File: src/sv/cursor_overlay_alpha_blend_defines.svh
// assertion macros for the cursor overlay block
// no dependencies; included by files that carry concurrent checks
`ifndef CURSOR_OVERLAY_ALPHA_BLEND_DEFINES_SVH
`define CURSOR_OVERLAY_ALPHA_BLEND_DEFINES_SVH

`ifndef SYNTHESIS
// antecedent implies consequent in the same cycle
`define COAB_ASSERT_NOW(lbl, ante, cons) \
    lbl: assert property (@(posedge clk) disable iff (!rst_n) (ante) |-> (cons)) \
        else $error("coab check failed");
// antecedent implies consequent in the next cycle
`define COAB_ASSERT_NEXT(lbl, ante, cons) \
    lbl: assert property (@(posedge clk) disable iff (!rst_n) (ante) |=> (cons)) \
        else $error("coab check failed");
`else
`define COAB_ASSERT_NOW(lbl, ante, cons)
`define COAB_ASSERT_NEXT(lbl, ante, cons)
`endif

`endif

File: src/sv/coab_pkg.sv
// shared constants, types and helper functions of the cursor overlay block
// no dependencies
`default_nettype none

package coab_pkg;

    localparam int CURSOR_DIM_MAX = 64;
    localparam int CURSOR_AW      = $clog2(CURSOR_DIM_MAX);
    localparam int STORE_AW       = 2 * CURSOR_AW;
    localparam int STORE_DEPTH    = CURSOR_DIM_MAX * CURSOR_DIM_MAX;
    localparam int IMAGE_DIM_MAX  = 16384;

    localparam int Q_DEPTH = 4;
    localparam int Q_AW    = $clog2(Q_DEPTH);

    // register indexes
    localparam logic [2:0] REG_FORMAT_MODE = 3'd0;
    localparam logic [2:0] REG_ORIGIN_X    = 3'd1;
    localparam logic [2:0] REG_ORIGIN_Y    = 3'd2;
    localparam logic [2:0] REG_CURSOR_COLS = 3'd3;
    localparam logic [2:0] REG_CURSOR_ROWS = 3'd4;

    // format modes
    localparam logic [1:0] FMT_R2G1B0 = 2'd0;
    localparam logic [1:0] FMT_R0G1B2 = 2'd1;
    localparam logic [1:0] FMT_R3G2B1 = 2'd2;
    localparam logic [1:0] FMT_R1G2B3 = 2'd3;
    localparam logic [2:0] FMT_LAST_BLEND = {1'b0, FMT_R1G2B3};

    localparam logic ACT_LOAD  = 1'b0;
    localparam logic ACT_PIXEL = 1'b1;

    localparam logic [7:0] ALPHA_OPAQUE = 8'd255;
    localparam logic [15:0] ROUND_BIAS  = 16'd127;

    typedef struct packed {
        logic [2:0]  format_mode;
        logic [14:0] origin_x;
        logic [14:0] origin_y;
        logic [6:0]  cursor_cols;
        logic [6:0]  cursor_rows;
    } cfg_t;

    typedef struct packed {
        logic                is_load;
        logic [STORE_AW-1:0] addr;
        logic [31:0]         data;
        logic                covered;
        logic [1:0]          mode;
    } q_entry_t;

    typedef struct packed {
        logic          full;
        logic          empty;
        logic [Q_AW:0] count;
    } q_status_t;

    function automatic logic [1:0] red_pos(input logic [1:0] mode);
        logic [1:0] p;
        unique case (mode)
            FMT_R2G1B0: p = 2'd2;
            FMT_R0G1B2: p = 2'd0;
            FMT_R3G2B1: p = 2'd3;
            FMT_R1G2B3: p = 2'd1;
        endcase
        return p;
    endfunction

    function automatic logic [1:0] green_pos(input logic [1:0] mode);
        logic [1:0] p;
        unique case (mode)
            FMT_R2G1B0: p = 2'd1;
            FMT_R0G1B2: p = 2'd1;
            FMT_R3G2B1: p = 2'd2;
            FMT_R1G2B3: p = 2'd2;
        endcase
        return p;
    endfunction

    function automatic logic [1:0] blue_pos(input logic [1:0] mode);
        logic [1:0] p;
        unique case (mode)
            FMT_R2G1B0: p = 2'd0;
            FMT_R0G1B2: p = 2'd2;
            FMT_R3G2B1: p = 2'd1;
            FMT_R1G2B3: p = 2'd3;
        endcase
        return p;
    endfunction

    function automatic logic [7:0] byte_get(input logic [31:0] w, input logic [1:0] pos);
        return w[{pos, 3'b000} +: 8];
    endfunction

    function automatic logic [31:0] byte_put(input logic [31:0] w, input logic [1:0] pos,
                                             input logic [7:0] b);
        logic [31:0] r;
        r = w;
        r[{pos, 3'b000} +: 8] = b;
        return r;
    endfunction

    // x / 255 for x below 255*256, by reciprocal with correction
    function automatic logic [7:0] div255(input logic [15:0] x);
        logic [16:0] t;
        t = {1'b0, x} + {9'b0, x[15:8]} + 17'd1;
        return t[15:8];
    endfunction

endpackage

`default_nettype wire

File: src/sv/coab_queue.sv
// short fifo between front and back ends
// depends on coab_pkg
`default_nettype none

module coab_queue (
    input  logic                 clk,
    input  logic                 rst_n,
    input  logic                 push,
    input  coab_pkg::q_entry_t   push_entry,
    input  logic                 pop,
    output coab_pkg::q_entry_t   head,
    output coab_pkg::q_status_t  status
);

    coab_pkg::q_entry_t          slot_reg [coab_pkg::Q_DEPTH];
    logic [coab_pkg::Q_AW-1:0]   wr_ptr_reg;
    logic [coab_pkg::Q_AW-1:0]   wr_ptr_next;
    logic [coab_pkg::Q_AW-1:0]   rd_ptr_reg;
    logic [coab_pkg::Q_AW-1:0]   rd_ptr_next;
    logic [coab_pkg::Q_AW:0]     count_reg;
    logic [coab_pkg::Q_AW:0]     count_next;

    assign head          = slot_reg[rd_ptr_reg];
    assign status.count  = count_reg;
    assign status.empty  = (count_reg == '0);
    assign status.full   = (count_reg == (coab_pkg::Q_AW+1)'(coab_pkg::Q_DEPTH));

    always_comb
    begin
        wr_ptr_next = push ? wr_ptr_reg + 1'b1 : wr_ptr_reg;
        rd_ptr_next = pop ? rd_ptr_reg + 1'b1 : rd_ptr_reg;
        count_next  = count_reg + {{coab_pkg::Q_AW{1'b0}}, push}
                                - {{coab_pkg::Q_AW{1'b0}}, pop};
    end

    always_ff @(posedge clk or negedge rst_n)
    begin
        if (!rst_n)
        begin
            wr_ptr_reg <= '0;
            rd_ptr_reg <= '0;
            count_reg  <= '0;
        end
        else
        begin
            wr_ptr_reg <= wr_ptr_next;
            rd_ptr_reg <= rd_ptr_next;
            count_reg  <= count_next;
        end
    end

    always_ff @(posedge clk)
    begin
        if (push)
        begin
            slot_reg[wr_ptr_reg] <= push_entry;
        end
    end

endmodule

`default_nettype wire

File: config.mk
export PLATFORM = sky130hd
export DESIGN_NAME = coab_queue
export DESIGN_NICKNAME = d
export VERILOG_FILES = /design/src/sv/cursor_overlay_alpha_blend_defines.svh /design/src/sv/coab_pkg.sv /design/src/sv/coab_queue.sv
export SDC_FILE = /design/constraint.sdc
export NUM_CORES = 1
export LEC_CHECK = 0
export BUFFER_PORTS_ARGS = -buffer_cell sky130_fd_sc_hd__buf_2
export CAP_MARGIN = 30
export CORE_ASPECT_RATIO = 1.2
export CORE_MARGIN = 2
export CORE_UTILIZATION = 31
export DETAILED_ROUTE_END_ITERATION = 10
export PLACE_DENSITY = 0.59
export SKIP_CTS_REPAIR_TIMING = 1
export SLEW_MARGIN = 5
export SYNTH_ARGS = -nofsm -noshare
export SYNTH_HDL_FRONTEND = slang
export SYNTH_SLANG_ARGS = --single-unit
File: constraint.sdc
create_clock -name clk -period 5.3 [get_ports clk]
set_input_delay 0.265 -clock clk [delete_from_list [all_inputs] [get_ports clk]]
set_output_delay 0.265 -clock clk [all_outputs]
set_load 0.005 [all_outputs]
* Word-level counts from Yosys, hierarchy flattened
Memories as Yosys holds them, arrays and structs flattened. Cells that the tools add are included.
Cells by class: $add $sub $neg 4, equality and inequality tests 1, muxes and demuxes 2, reduce and logical (&&, ||, !) cells 1
Operators by type and width (count):
- $add A2 B1 Y2 const B | 2
- $add A3 B1 Y3 | 1
- $eq A3 B3 Y1 const B | 1
- $logic_not A3 Y1 | 1
- $sub A3 B1 Y3 | 1
- $mux W1 | 2
Word-level totals: register bits after elaboration 7, memory bits (writable) 192, input port bits 52, output and inout bits 53, logic and storage cells 12, memories 1
Memories:
- slot_reg | depth 4, bits a word 48, read ports 1, clocked after memory_dff 0, wr ports 1, RTL line coab_queue.sv:15 | coab_pkg::q_entry_t slot_reg [coab_pkg::Q_DEPTH];

* Depth between registers and ports, before layout
depth after elaboration 2, mapped depth 6, mapped depth without buffers 6

* Worst setup path before layout
No wires, ideal clock.
path kind reg-to-reg, from register wr_ptr_reg[0] in the netlist's numbering, to memory slot_reg[0][0] in the netlist's numbering (enable), data arrival time 1768 ps, data required time 4890 ps, path slack 3122 ps, stages on the path, launching flop included 4, path buffers 0, period minus slack after synthesis 2178 ps, path through dfrtp_1 inv_1 ha_1 and2_1
RTL lines:
- start, declared | RTL line coab_queue.sv:16 | logic [coab_pkg::Q_AW-1:0] wr_ptr_reg;
- start signal, assigned | RTL line coab_queue.sv:46 | wr_ptr_reg <= wr_ptr_next;
- end, declared | RTL line coab_queue.sv:15
Straight into the memory's write port.

==> reports/results.ini <==
[synth]
synthSimpleGateAreaFrac_pct = 0.594
yosys_warnings = 0
synthXorXnorAreaFrac_pct = 0.594
synth_top_area_share_pct = 78.2
yosysMostFrequentCell = edfxtp_1
ys.flop_type = edfxtp_1
yosys.area.top_type = edfxtp_1
synthDistinctLibCells = 17
synthAdderAreaFrac_pct = 1.29
ys_seq_area_share_pct = 80.6
ys_seq_elements = 199
synth_mux_area_share_pct = 14.7
synth-async-reset-ratio_pct = 3.52
synth-edff-count = 192
synth_top_family_by_area = multiplexers
synthCells = 285
syn_nets = 344
synthTopCellsByCount = edfxtp_1 (192), mux4_2 (48), dfrtp_1 (7), ha_1 (6), inv_1 (6)
syn-cell-area_sq_um = 7370
synth_compound_area_share_pct = 0.0679
avgSynthCellArea_sq_um = 25.9
yosys-top-cells-area = edfxtp_1 (78%), mux4_2 (15%), dfrtp_1 (2.4%)

[cells_and_area]
area_growth_pct = 19.3
nNetsFinal = 463
n_fill_cell = 2145
largest_reg_flops = 192
multiInputGateArea_sq_um = 1270
fin_cells = 734
drive_above_1_share_pct = 46.3
regArea_sq_um = 5950

[floorplanning]
row_count = 61
ios = 105
die-area_sq_um = 25000
die_x_um = 145
initial_utilization_pct = 31.7
die_h_um = 173
core_sq_um = 23300

[clock_network]
cts_tree = yes
cts_max_level = 4
cts_root_buffer = clkbuf_16
clkLatencyLatePin_ns = 0.43
cts_inserted_buffers = 17
clk_path_buf_depth = 2
clock-sinks = 199
clkSlewWorstSetupHoldPaths_ns = 0.08

[power_and_ir_drop]
comb_power_share_pct = 26.8
finalPower_mw = 4.65
intPower_mw = 3.35
p_per_area_nw_per_um2 = 529
switching_share_pct = 27.9
seq_power_share_pct = 47.0
ir_drop_v = 0.000281
clockPowerShare_pct = 26.2
switching_power_mw = 1.30
leakage_nw = 2.98

[global_routing]
grt_util_met3_pct = 4.43
grt_util_met1_pct = 13.3
grt_overflow = 0
first_global_vias = 3619
grt_util_met2_pct = 19.6
grt_usage_pct = 11.6
grt_max_degree = 50
busiest_layer = met2
grt_pass1_wl_mm = 21.0
antenna_found_initial = 2

[critical_path]
cp_max_fo = 30
worstSetupPathType = register to output port
crit_path_end_kind = output port
startpoint_type = register
worst_ep_arrival_time_ns = 2.21
crit_required_ns = 5.04

[detailed_routing]
dr.pass1.iters = 4
routed_wl_mm = 13.6
wl_per_cell_um = 18.5
drt_iter0_markers = 168
viasPerCell = 4.42
ant_nets = 0
drc = 0
dr_total_vias = 3245

[timing]
hold_viol = 0
slew_headroom_pct = 46.7
worst_pin_slew_ns = 0.799
skew_ns = 0.0122
finalMaxSlewViolations = 0
setup_violations = 0
setup_tns_ns = 0
rsz0062_at_grt = no
fmax_mhz = 405
period_share_pct = 46.6
min_period_ns = 2.47
setup_ws_ns = 2.83

[run]
drv_cap = 0

[placed_design]
dp.cells = 699
dp.final_hpwl_mm = 7.76
place_congestion = 0.627
place_ws_ns = 3.23
portBuffers = 104

[hold_path]
worstHoldPathType = input port to register

[outcome]
status = finished clean

==> cells in the final DEF, fill, tap and decap left out, types with 2 or more instances in the layout <==
cell type	count
and2_2	4
buf_2	104
buf_4	5
clkbuf_1	2
clkbuf_16	17
clkinv_4	3
clkinvlp_4	5
dfrtp_1	5
diode_2	2
edfxtp_1	192
ha_1	6
inv_1	6
inv_6	3
mux4_2	48
nand2_1	2
xnor2_1	2
xor2_1	3
==> per-layer routing <==
layer | vias to the layer above | part of all wire (%)
met4 | 0 | 1.3
met2 | 66 | 52
met1 | 1727 | 41
li1 | 1444 | -
met5 | - | 0
met3 | 8 | 5.6
==> power by group through the flow <==
stage / Combinational [mW] / Sequential, mW / Clock, mW
3_5_place_dp: 1.30 / 2.23 / 0
3_3_place_gp: 1.18 / 2.28 / 0
5_1_grt: 1.38 / 2.22 / 1.32
6_report: 1.25 / 2.19 / 1.22
2_1_floorplan: 0.890 / 2.16 / 0
4_1_cts: 1.30 / 2.20 / 1.26
==> logic make-up (layout without fill, tap and decap cells) <==
kind of cell / after synthesis / after routing
AO/OA/AOI/OAI: 1 / 1
XOR/XNOR: 5 / 5
adder cells (fa/ha/maj): 7 / 7
buffers and inverters: 17 / 149
flip-flops: 199 / 199
multiplexers: 48 / 48
other: 0 / 2
AND/OR/NAND/NOR: 8 / 8
==> metrics by stage <==
| step | area, sq um | utilization [%] | hold slack (ns) |
|---|---|---|---|
| detailed placement | 8220 | 35.3 | 0.114 |
| global route | 8790 | 37.8 | 0.0173 |
| finish | 8790 | 37.8 | 0.0430 |
| floorplan | 7370 | - | -0.0306 |
| global placement | 8190 | 35.2 | 0.112 |
| CTS | 8780 | 37.7 | -0.373 |
==> layout make-up <==
cell class,instances,area share (%)
Multi-Input combinational cell,69,14.5
Timing Repair Buffer,111,6.77
Clock inverter,13,1.41
Sequential cell,199,67.6
Inverter,6,0.256
Antenna cell,2,0.0569
Clock buffer,19,4.92
Tap cell,315,4.48
==> path summary, 6_finish.rpt <==
check,from,endpoint,slack (ns),depth (start not counted)
worst max-delay path,rd_ptr_reg[0],head[24],2.83,3
worst min-delay path,push_entry[11],slot_reg[0][11],0.04,1
worst max register to register,wr_ptr_reg[0],slot_reg[0][22],3.35,4
worst min register to register,wr_ptr_reg[0],wr_ptr_reg[0],0.54,1
max in group asynchronous,rst_n,rd_ptr_reg[1],4.93,2
min in group asynchronous,rst_n,count_reg[0],0.19,2
==> worst max-delay path, cell delays in order (launching register included) <==
cell and delay (ns):
dfrtp_4 0.73, buf_16 0.31, mux4_2 0.56, buf_2 0.15
Note: power is estimated with default switching activity, not from simulation.
