[src/sv/cursor_overlay_alpha_blend_defines.svh]
// assertion macros for the cursor overlay block
// no dependencies; included by files that carry concurrent checks
`ifndef CURSOR_OVERLAY_ALPHA_BLEND_DEFINES_SVH
`define CURSOR_OVERLAY_ALPHA_BLEND_DEFINES_SVH

`ifndef SYNTHESIS
// antecedent implies consequent in the same cycle
`define COAB_ASSERT_NOW(lbl, ante, cons) \
    lbl: assert property (@(posedge clk) disable iff (!rst_n) (ante) |-> (cons)) \
        else $error("coab check failed");
// antecedent implies consequent in the next cycle
`define COAB_ASSERT_NEXT(lbl, ante, cons) \
    lbl: assert property (@(posedge clk) disable iff (!rst_n) (ante) |=> (cons)) \
        else $error("coab check failed");
`else
`define COAB_ASSERT_NOW(lbl, ante, cons)
`define COAB_ASSERT_NEXT(lbl, ante, cons)
`endif

`endif

[src/sv/coab_pkg.sv]
// shared constants, types and helper functions of the cursor overlay block
// no dependencies
`default_nettype none

package coab_pkg;

    localparam int CURSOR_DIM_MAX = 64;
    localparam int CURSOR_AW      = $clog2(CURSOR_DIM_MAX);
    localparam int STORE_AW       = 2 * CURSOR_AW;
    localparam int STORE_DEPTH    = CURSOR_DIM_MAX * CURSOR_DIM_MAX;
    localparam int IMAGE_DIM_MAX  = 16384;

    localparam int Q_DEPTH = 4;
    localparam int Q_AW    = $clog2(Q_DEPTH);

    // register indexes
    localparam logic [2:0] REG_FORMAT_MODE = 3'd0;
    localparam logic [2:0] REG_ORIGIN_X    = 3'd1;
    localparam logic [2:0] REG_ORIGIN_Y    = 3'd2;
    localparam logic [2:0] REG_CURSOR_COLS = 3'd3;
    localparam logic [2:0] REG_CURSOR_ROWS = 3'd4;

    // format modes
    localparam logic [1:0] FMT_R2G1B0 = 2'd0;
    localparam logic [1:0] FMT_R0G1B2 = 2'd1;
    localparam logic [1:0] FMT_R3G2B1 = 2'd2;
    localparam logic [1:0] FMT_R1G2B3 = 2'd3;
    localparam logic [2:0] FMT_LAST_BLEND = {1'b0, FMT_R1G2B3};

    localparam logic ACT_LOAD  = 1'b0;
    localparam logic ACT_PIXEL = 1'b1;

    localparam logic [7:0] ALPHA_OPAQUE = 8'd255;
    localparam logic [15:0] ROUND_BIAS  = 16'd127;

    typedef struct packed {
        logic [2:0]  format_mode;
        logic [14:0] origin_x;
        logic [14:0] origin_y;
        logic [6:0]  cursor_cols;
        logic [6:0]  cursor_rows;
    } cfg_t;

    typedef struct packed {
        logic                is_load;
        logic [STORE_AW-1:0] addr;
        logic [31:0]         data;
        logic                covered;
        logic [1:0]          mode;
    } q_entry_t;

    typedef struct packed {
        logic          full;
        logic          empty;
        logic [Q_AW:0] count;
    } q_status_t;

    function automatic logic [1:0] red_pos(input logic [1:0] mode);
        logic [1:0] p;
        unique case (mode)
            FMT_R2G1B0: p = 2'd2;
            FMT_R0G1B2: p = 2'd0;
            FMT_R3G2B1: p = 2'd3;
            FMT_R1G2B3: p = 2'd1;
        endcase
        return p;
    endfunction

    function automatic logic [1:0] green_pos(input logic [1:0] mode);
        logic [1:0] p;
        unique case (mode)
            FMT_R2G1B0: p = 2'd1;
            FMT_R0G1B2: p = 2'd1;
            FMT_R3G2B1: p = 2'd2;
            FMT_R1G2B3: p = 2'd2;
        endcase
        return p;
    endfunction

    function automatic logic [1:0] blue_pos(input logic [1:0] mode);
        logic [1:0] p;
        unique case (mode)
            FMT_R2G1B0: p = 2'd0;
            FMT_R0G1B2: p = 2'd2;
            FMT_R3G2B1: p = 2'd1;
            FMT_R1G2B3: p = 2'd3;
        endcase
        return p;
    endfunction

    function automatic logic [7:0] byte_get(input logic [31:0] w, input logic [1:0] pos);
        return w[{pos, 3'b000} +: 8];
    endfunction

    function automatic logic [31:0] byte_put(input logic [31:0] w, input logic [1:0] pos,
                                             input logic [7:0] b);
        logic [31:0] r;
        r = w;
        r[{pos, 3'b000} +: 8] = b;
        return r;
    endfunction

    // x / 255 for x below 255*256, by reciprocal with correction
    function automatic logic [7:0] div255(input logic [15:0] x);
        logic [16:0] t;
        t = {1'b0, x} + {9'b0, x[15:8]} + 17'd1;
        return t[15:8];
    endfunction

endpackage

`default_nettype wire

[src/sv/coab_in_if.sv]
// input channel: load and pixel words with valid/ready
// depends on coab_pkg
`default_nettype none

interface coab_in_if;
    logic                          valid;
    logic                          ready;
    logic                          action;
    logic [coab_pkg::STORE_AW-1:0] cursor_addr;
    logic [31:0]                   cursor_argb;
    logic [13:0]                   pixel_x;
    logic [13:0]                   pixel_y;
    logic [31:0]                   pixel_in;

    modport source (output valid, action, cursor_addr, cursor_argb, pixel_x, pixel_y,
                    pixel_in, input ready);
    modport sink (input valid, action, cursor_addr, cursor_argb, pixel_x, pixel_y,
                  pixel_in, output ready);
endinterface

`default_nettype wire

[src/sv/coab_front.sv]
// front end: accepts input words, tests the cursor rectangle, forms queue entries
// depends on coab_pkg and coab_in_if
`default_nettype none

module coab_front (
    coab_in_if.sink             in_ch,
    input  coab_pkg::cfg_t      cfg,
    input  logic                q_full,
    output logic                push,
    output coab_pkg::q_entry_t  entry
);

    logic [15:0] dx;
    logic [15:0] dy;
    logic [6:0]  cols_c;
    logic [6:0]  rows_c;
    logic        mode_ok;
    logic        in_image;
    logic        in_rect;

    assign in_ch.ready = !q_full;
    assign push        = in_ch.valid && !q_full;

    always_comb
    begin
        cols_c = (cfg.cursor_cols > 7'(coab_pkg::CURSOR_DIM_MAX)) ?
                 7'(coab_pkg::CURSOR_DIM_MAX) : cfg.cursor_cols;
        rows_c = (cfg.cursor_rows > 7'(coab_pkg::CURSOR_DIM_MAX)) ?
                 7'(coab_pkg::CURSOR_DIM_MAX) : cfg.cursor_rows;
        // offsets into the cursor image, sign in bit 15
        dx = {2'b00, in_ch.pixel_x} - {cfg.origin_x[14], cfg.origin_x};
        dy = {2'b00, in_ch.pixel_y} - {cfg.origin_y[14], cfg.origin_y};
        mode_ok  = cfg.format_mode <= coab_pkg::FMT_LAST_BLEND;
        in_image = ({1'b0, in_ch.pixel_x} < 15'(coab_pkg::IMAGE_DIM_MAX)) &&
                   ({1'b0, in_ch.pixel_y} < 15'(coab_pkg::IMAGE_DIM_MAX));
        in_rect  = !dx[15] && !dy[15] && (dx[14:0] < {8'b0, cols_c}) &&
                   (dy[14:0] < {8'b0, rows_c});

        entry.is_load = (in_ch.action == coab_pkg::ACT_LOAD);
        entry.mode    = cfg.format_mode[1:0];
        if (in_ch.action == coab_pkg::ACT_LOAD)
        begin
            entry.addr    = in_ch.cursor_addr;
            entry.data    = in_ch.cursor_argb;
            entry.covered = 1'b0;
        end
        else
        begin
            entry.addr    = {dy[coab_pkg::CURSOR_AW-1:0], dx[coab_pkg::CURSOR_AW-1:0]};
            entry.data    = in_ch.pixel_in;
            entry.covered = mode_ok && in_image && in_rect;
        end
    end

endmodule

`default_nettype wire

[src/flat_wrapper.sv]
// flat-port wrapper written by rule: the top's interface ports become plain ports
module coab_front_flat 
  (cfg, q_full, push, entry, in_ch_valid, in_ch_action, in_ch_cursor_addr, in_ch_cursor_argb, in_ch_pixel_x, in_ch_pixel_y, in_ch_pixel_in, in_ch_ready);
  coab_in_if in_ch_i ();
  input  coab_pkg::cfg_t cfg;
  input  logic q_full;
  output logic push;
  output coab_pkg::q_entry_t entry;
  input wire logic [$bits(in_ch_i.valid)-1:0] in_ch_valid;
  input wire logic [$bits(in_ch_i.action)-1:0] in_ch_action;
  input wire logic [$bits(in_ch_i.cursor_addr)-1:0] in_ch_cursor_addr;
  input wire logic [$bits(in_ch_i.cursor_argb)-1:0] in_ch_cursor_argb;
  input wire logic [$bits(in_ch_i.pixel_x)-1:0] in_ch_pixel_x;
  input wire logic [$bits(in_ch_i.pixel_y)-1:0] in_ch_pixel_y;
  input wire logic [$bits(in_ch_i.pixel_in)-1:0] in_ch_pixel_in;
  output wire logic [$bits(in_ch_i.ready)-1:0] in_ch_ready;
  assign in_ch_i.valid = in_ch_valid;
  assign in_ch_i.action = in_ch_action;
  assign in_ch_i.cursor_addr = in_ch_cursor_addr;
  assign in_ch_i.cursor_argb = in_ch_cursor_argb;
  assign in_ch_i.pixel_x = in_ch_pixel_x;
  assign in_ch_i.pixel_y = in_ch_pixel_y;
  assign in_ch_i.pixel_in = in_ch_pixel_in;
  assign in_ch_ready = in_ch_i.ready;
  coab_front u_core (.in_ch(in_ch_i), .cfg(cfg), .q_full(q_full), .push(push), .entry(entry));
endmodule
[config.mk]
export PLATFORM = sky130hd
export DESIGN_NAME = coab_front_flat
export DESIGN_NICKNAME = d
export VERILOG_FILES = /design/src/sv/cursor_overlay_alpha_blend_defines.svh /design/src/sv/coab_pkg.sv /design/src/sv/coab_in_if.sv /design/src/sv/coab_front.sv /design/src/flat_wrapper.sv
export SDC_FILE = /design/constraint.sdc
export NUM_CORES = 1
export LEC_CHECK = 0
export ABC_AREA = 1
export BUFFER_PORTS_ARGS = -buffer_cell sky130_fd_sc_hd__buf_2
export CELL_PAD_IN_SITES_DETAIL_PLACEMENT = 1
export CELL_PAD_IN_SITES_GLOBAL_PLACEMENT = 1
export CORE_AREA = 3 3 112 114
export DETAILED_ROUTE_END_ITERATION = 10
export DIE_AREA = 0 0 115 117
export PLACE_DENSITY = 0.91
export SLEW_MARGIN = 30
export SYNTH_ARGS = -nofsm -noshare
export SYNTH_HDL_FRONTEND = slang
export SYNTH_SLANG_ARGS = --single-unit
export TNS_END_PERCENT = 20
[constraint.sdc]
create_clock -name vclk -period 3.8
set_clock_uncertainty 0.15 [all_clocks]
set_input_delay 0.38 -clock vclk [all_inputs]
set_output_delay 0.38 -clock vclk [all_outputs]
set_load 0.05 [all_outputs]
After elaboration in Yosys (flattened, before gate mapping)
Index checks and enable logic that the tools add are counted.
{ "op_classes": {"addsub": 2, "mux": 3, "bitwise": 1, "magnitude_cmp": 5, "reduce_logical": 8} }
{ "ops": {"columns": ["operator", "n"], "rows": [
  ["2-to-1 mux 45 bit", 1],
  ["subtractor 15 x 15 -> 16 bit", 2],
  ["less-than comparator 15 x 7 -> 1 bit", 2],
  ["greater-than comparator 7 bit, second input constant", 2],
  ["2-to-1 mux 7 bit", 2],
  ["logical AND 1 bit", 5],
  ["less-or-equal comparator 3 x 2 -> 1 bit, second input constant", 1],
  ["zero test 1 bit", 3],
  ["inverter 1 bit", 1]
]} }
{ "word_totals": {"regBits": 0} }

Longest topological paths before layout
{ "logic_depth": {"word_depth": 7, "ltp_mapped": 19} }

Worst setup path after synthesis
OpenSTA, ideal clock, no wires.
{ "synth_timing": {"kind": "input port to output port", "startpoint": "in in_ch_pixel_x[0]", "endpoint": "out entry[2] in the netlist's numbering", "path_slack_ns": 0.432, "path_buffers": 0, "arrival_ns": 2.838, "path_stages": 19, "path_cell_list": "inv_1 ha_1 inv_1 fa_1 nand2_1 nand2_2 nand3_1 nand2_2 xor2_1 ha_1 nand2_1 nand3_1 nor3_1 nand3_1 nor2_1 nand3_1 nor2_1 nand2_1 nor2_2"} }
{ "synth_lines": {"columns": ["element", "line_no", "source"], "rows": [
  ["start, declared", "flat_wrapper.sv:13", "input wire logic [$bits(in_ch_i.pixel_x)-1:0] in_ch_pixel_x;"],
  ["end, declared", "flat_wrapper.sv:8", "output coab_pkg::q_entry_t entry;"]
]} }

==> flow_metrics.py <==
metrics = {
    "pwr": {
        "power.internal_uw": 257,
        "p_leak_nw": 2.82,
        "power.share.clock": 0,
        "p_sw_frac": 0.669,
        "power.share.sequential": 0,
        "switchingPower_uw": 518,
        "vdd_drop_max_mv": 0.0422,
        "power.density_nw_per_um2": 186,
        "combPwrFrac": 1.000,
    },
    "floorplan": {
        "die_w_um": 115,
        "core-area_sq_um": 11500,
        "io_pins": 204,
        "num_rows": 39,
        "die_h_um": 117,
        "die-area_sq_um": 13500,
        "start_util": 0.260,
    },
    "timing": {
        "finalSetupTns_ns": 0,
        "setup_viol": 0,
        "timing.final.crit_share": 0.918,
        "finalMaxSlewViolations": 0,
        "slew_headroom": 0.702,
        "rsz0062_at_grt": "no",
        "hold_viol": 0,
        "timing.final.crit_period_ns": 3.49,
        "fmax_mhz": 287,
        "worst_slew_pin_slew_ns": 0.447,
    },
    "critical_path": {
        "crit_arrival_ns": 2.96,
        "crit_type": "input pin to output pin",
        "critPathLaunch": "in_ch_pixel_y[0]",
        "cp-end-kind": "output pin",
        "crit_end": "entry[2]",
        "required_ns": 3.27,
        "critPathLaunchType": "input pin",
        "worstPathMaxFanout": 4,
    },
    "grt": {
        "grt_pass1_wl_um": 19400,
        "antenna_found_initial": 5,
        "grt_usage": 0.175,
        "grt_pass1_vias": 4164,
        "grt_max_degree": 48,
        "gr-total-overflow": 0,
    },
    "synth": {
        "ys_seq_area_frac": 0,
        "yosysTopAreaCellShare": 0.379,
        "yosys_warnings": 0,
        "synth_cells": 617,
        "synth.area.top_cells": "nand2_1, ha_1, inv_1, nand3_1, nor2_1",
        "syn_nets": 813,
        "syn_area_sq_um": 2990,
        "synth_cell_types": 32,
        "avgSynthCellArea_sq_um": 4.85,
        "yosysTopAreaCell": "nand2_1",
    },
    "routing": {
        "antenna_left": 0,
        "wl_per_cell_um": 13.2,
        "vias_per_cell": 4.48,
        "drc": 0,
        "first_pass_iters": 4,
        "drtIter0Drc": 210,
        "num_vias": 4281,
        "wl_um": 12600,
    },
    "finish": {
        "seq_area_sq_um": 0,
        "seq_cells": 0,
        "drive_gt1_frac": 0.290,
        "syn2layout_area_growth_pct": 39.0,
        "nClkBuffers": 0,
        "n_fill_cell": 1723,
        "final_common_cell": "nand2_1",
        "final_cell_mix": "nand2_1, buf_2, inv_1",
        "nets": 1006,
        "final_area_sq_um": 4160,
    },
    "clocking": {
        "hold_buffers": 0,
        "cts_setup_buffers": 0,
        "cts_resized": 0,
    },
    "run": {
        "maxCapViolCount": 0,
    },
    "status": {
        "outcome": "finished, final reports clean",
    },
    "place": {
        "hpwl_um": 11600,
        "routabilityCongestion": 0.879,
        "port_buffers": 200,
        "placedInstanceArea_sq_um": 4140,
    },
    "min_path": {
        "hold_class": "input pin to output pin",
    },
}
metrics by stage:
step / worst slack [ns] / hold slack [ns] / utilization / instances / power (mW)
after detailed placement: 0.199 / 0.610 / 0.359 / 951 / 0.778
after CTS: 0.190 / 0.610 / 0.359 / 951 / 0.782
after global routing: 0.00395 / 0.610 / 0.361 / 956 / 0.867
after floorplan: 0.432 / 0.777 / - / 617 / 0.544
after global placement: 0.244 / 0.610 / 0.359 / 951 / 0.759
final: 0.313 / 0.610 / 0.361 / 956 / 0.775
logic make-up (layout without fill, tap and decap cells):
kind of cell | count (synthesis) | after routing | synth area share
XOR/XNOR | 11 | 11 | 0.0322
AO/OA/AOI/OAI | 25 | 25 | 0.0443
buffers and inverters | 121 | 312 | 0.155
adder cells (fa/ha/maj) | 42 | 42 | 0.181
other | 0 | 5 | 0
AND/OR/NAND/NOR | 418 | 418 | 0.588
power groups by stage:
stage | Sequential, mW | Combinational (mW) | Clock (mW)
6_report | 0 | 0.775 | 0.000000176
5_1_grt | 0 | 0.867 | 0.000000176
4_1_cts | 0 | 0.782 | 0
3_5_place_dp | 0 | 0.778 | 0
3_3_place_gp | 0 | 0.759 | 0
2_1_floorplan | 0 | 0.544 | 0
worst max-delay path, cell delays in order:
cell and delay (ns):
buf_2 0.10, inv_1 0.06, ha_1 0.15, inv_1 0.09
fa_1 0.46, nand2_1 0.10, nand3_1 0.11, xor2_1 0.17
ha_1 0.32, nand2_1 0.07, inv_1 0.03, nor3_1 0.17
nand3_1 0.09, nor2_1 0.13, nand3_1 0.08, nor2_1 0.08
nand2_1 0.06, nor2_2 0.11, buf_6 0.17
worst min path at each step:
stage               slack [ns]     from  depth (start not counted)  endpoint
finish                    0.61  cfg[44]                          0  entry[0]
global route              0.61  cfg[44]                          0  entry[0]
CTS                       0.61  cfg[45]                          0  entry[1]
detailed placement        0.61  cfg[45]                          0  entry[1]
global placement          0.61  cfg[45]                          0  entry[1]
floorplan                 0.78  cfg[44]                          1  entry[0]
layout make-up:
type,count,area [sq um],share of cell area
multi-input cells,496,2530,0.608
repair buffers,203,1030,0.248
well taps,143,179,0.0430
inverters,109,409,0.0984
diodes,5,12.5,0.00301
cell usage after synthesis (all sizes together):
cell and count:
nand2 315, inv 108, nor2 41, ha 40
nand3 39, a21oi 20, xor2 9, nor3 7
buf 6, clkbuf 6, nand4 6, and2 4
nand3b 3, o21ai 3, or2 3, fa 2
xnor2 2, a31oi 1, clkinv 1, o21bai 1
routing by layer:
layer	vias up	GRT usage	wire length (um)
met3	10	0.0190	875
met4	0	0.0383	206
li1	2254	-	-
met2	136	0.340	6300
met1	1881	0.204	5240
met5	-	0	0
Power figures use the tool's default switching activity.
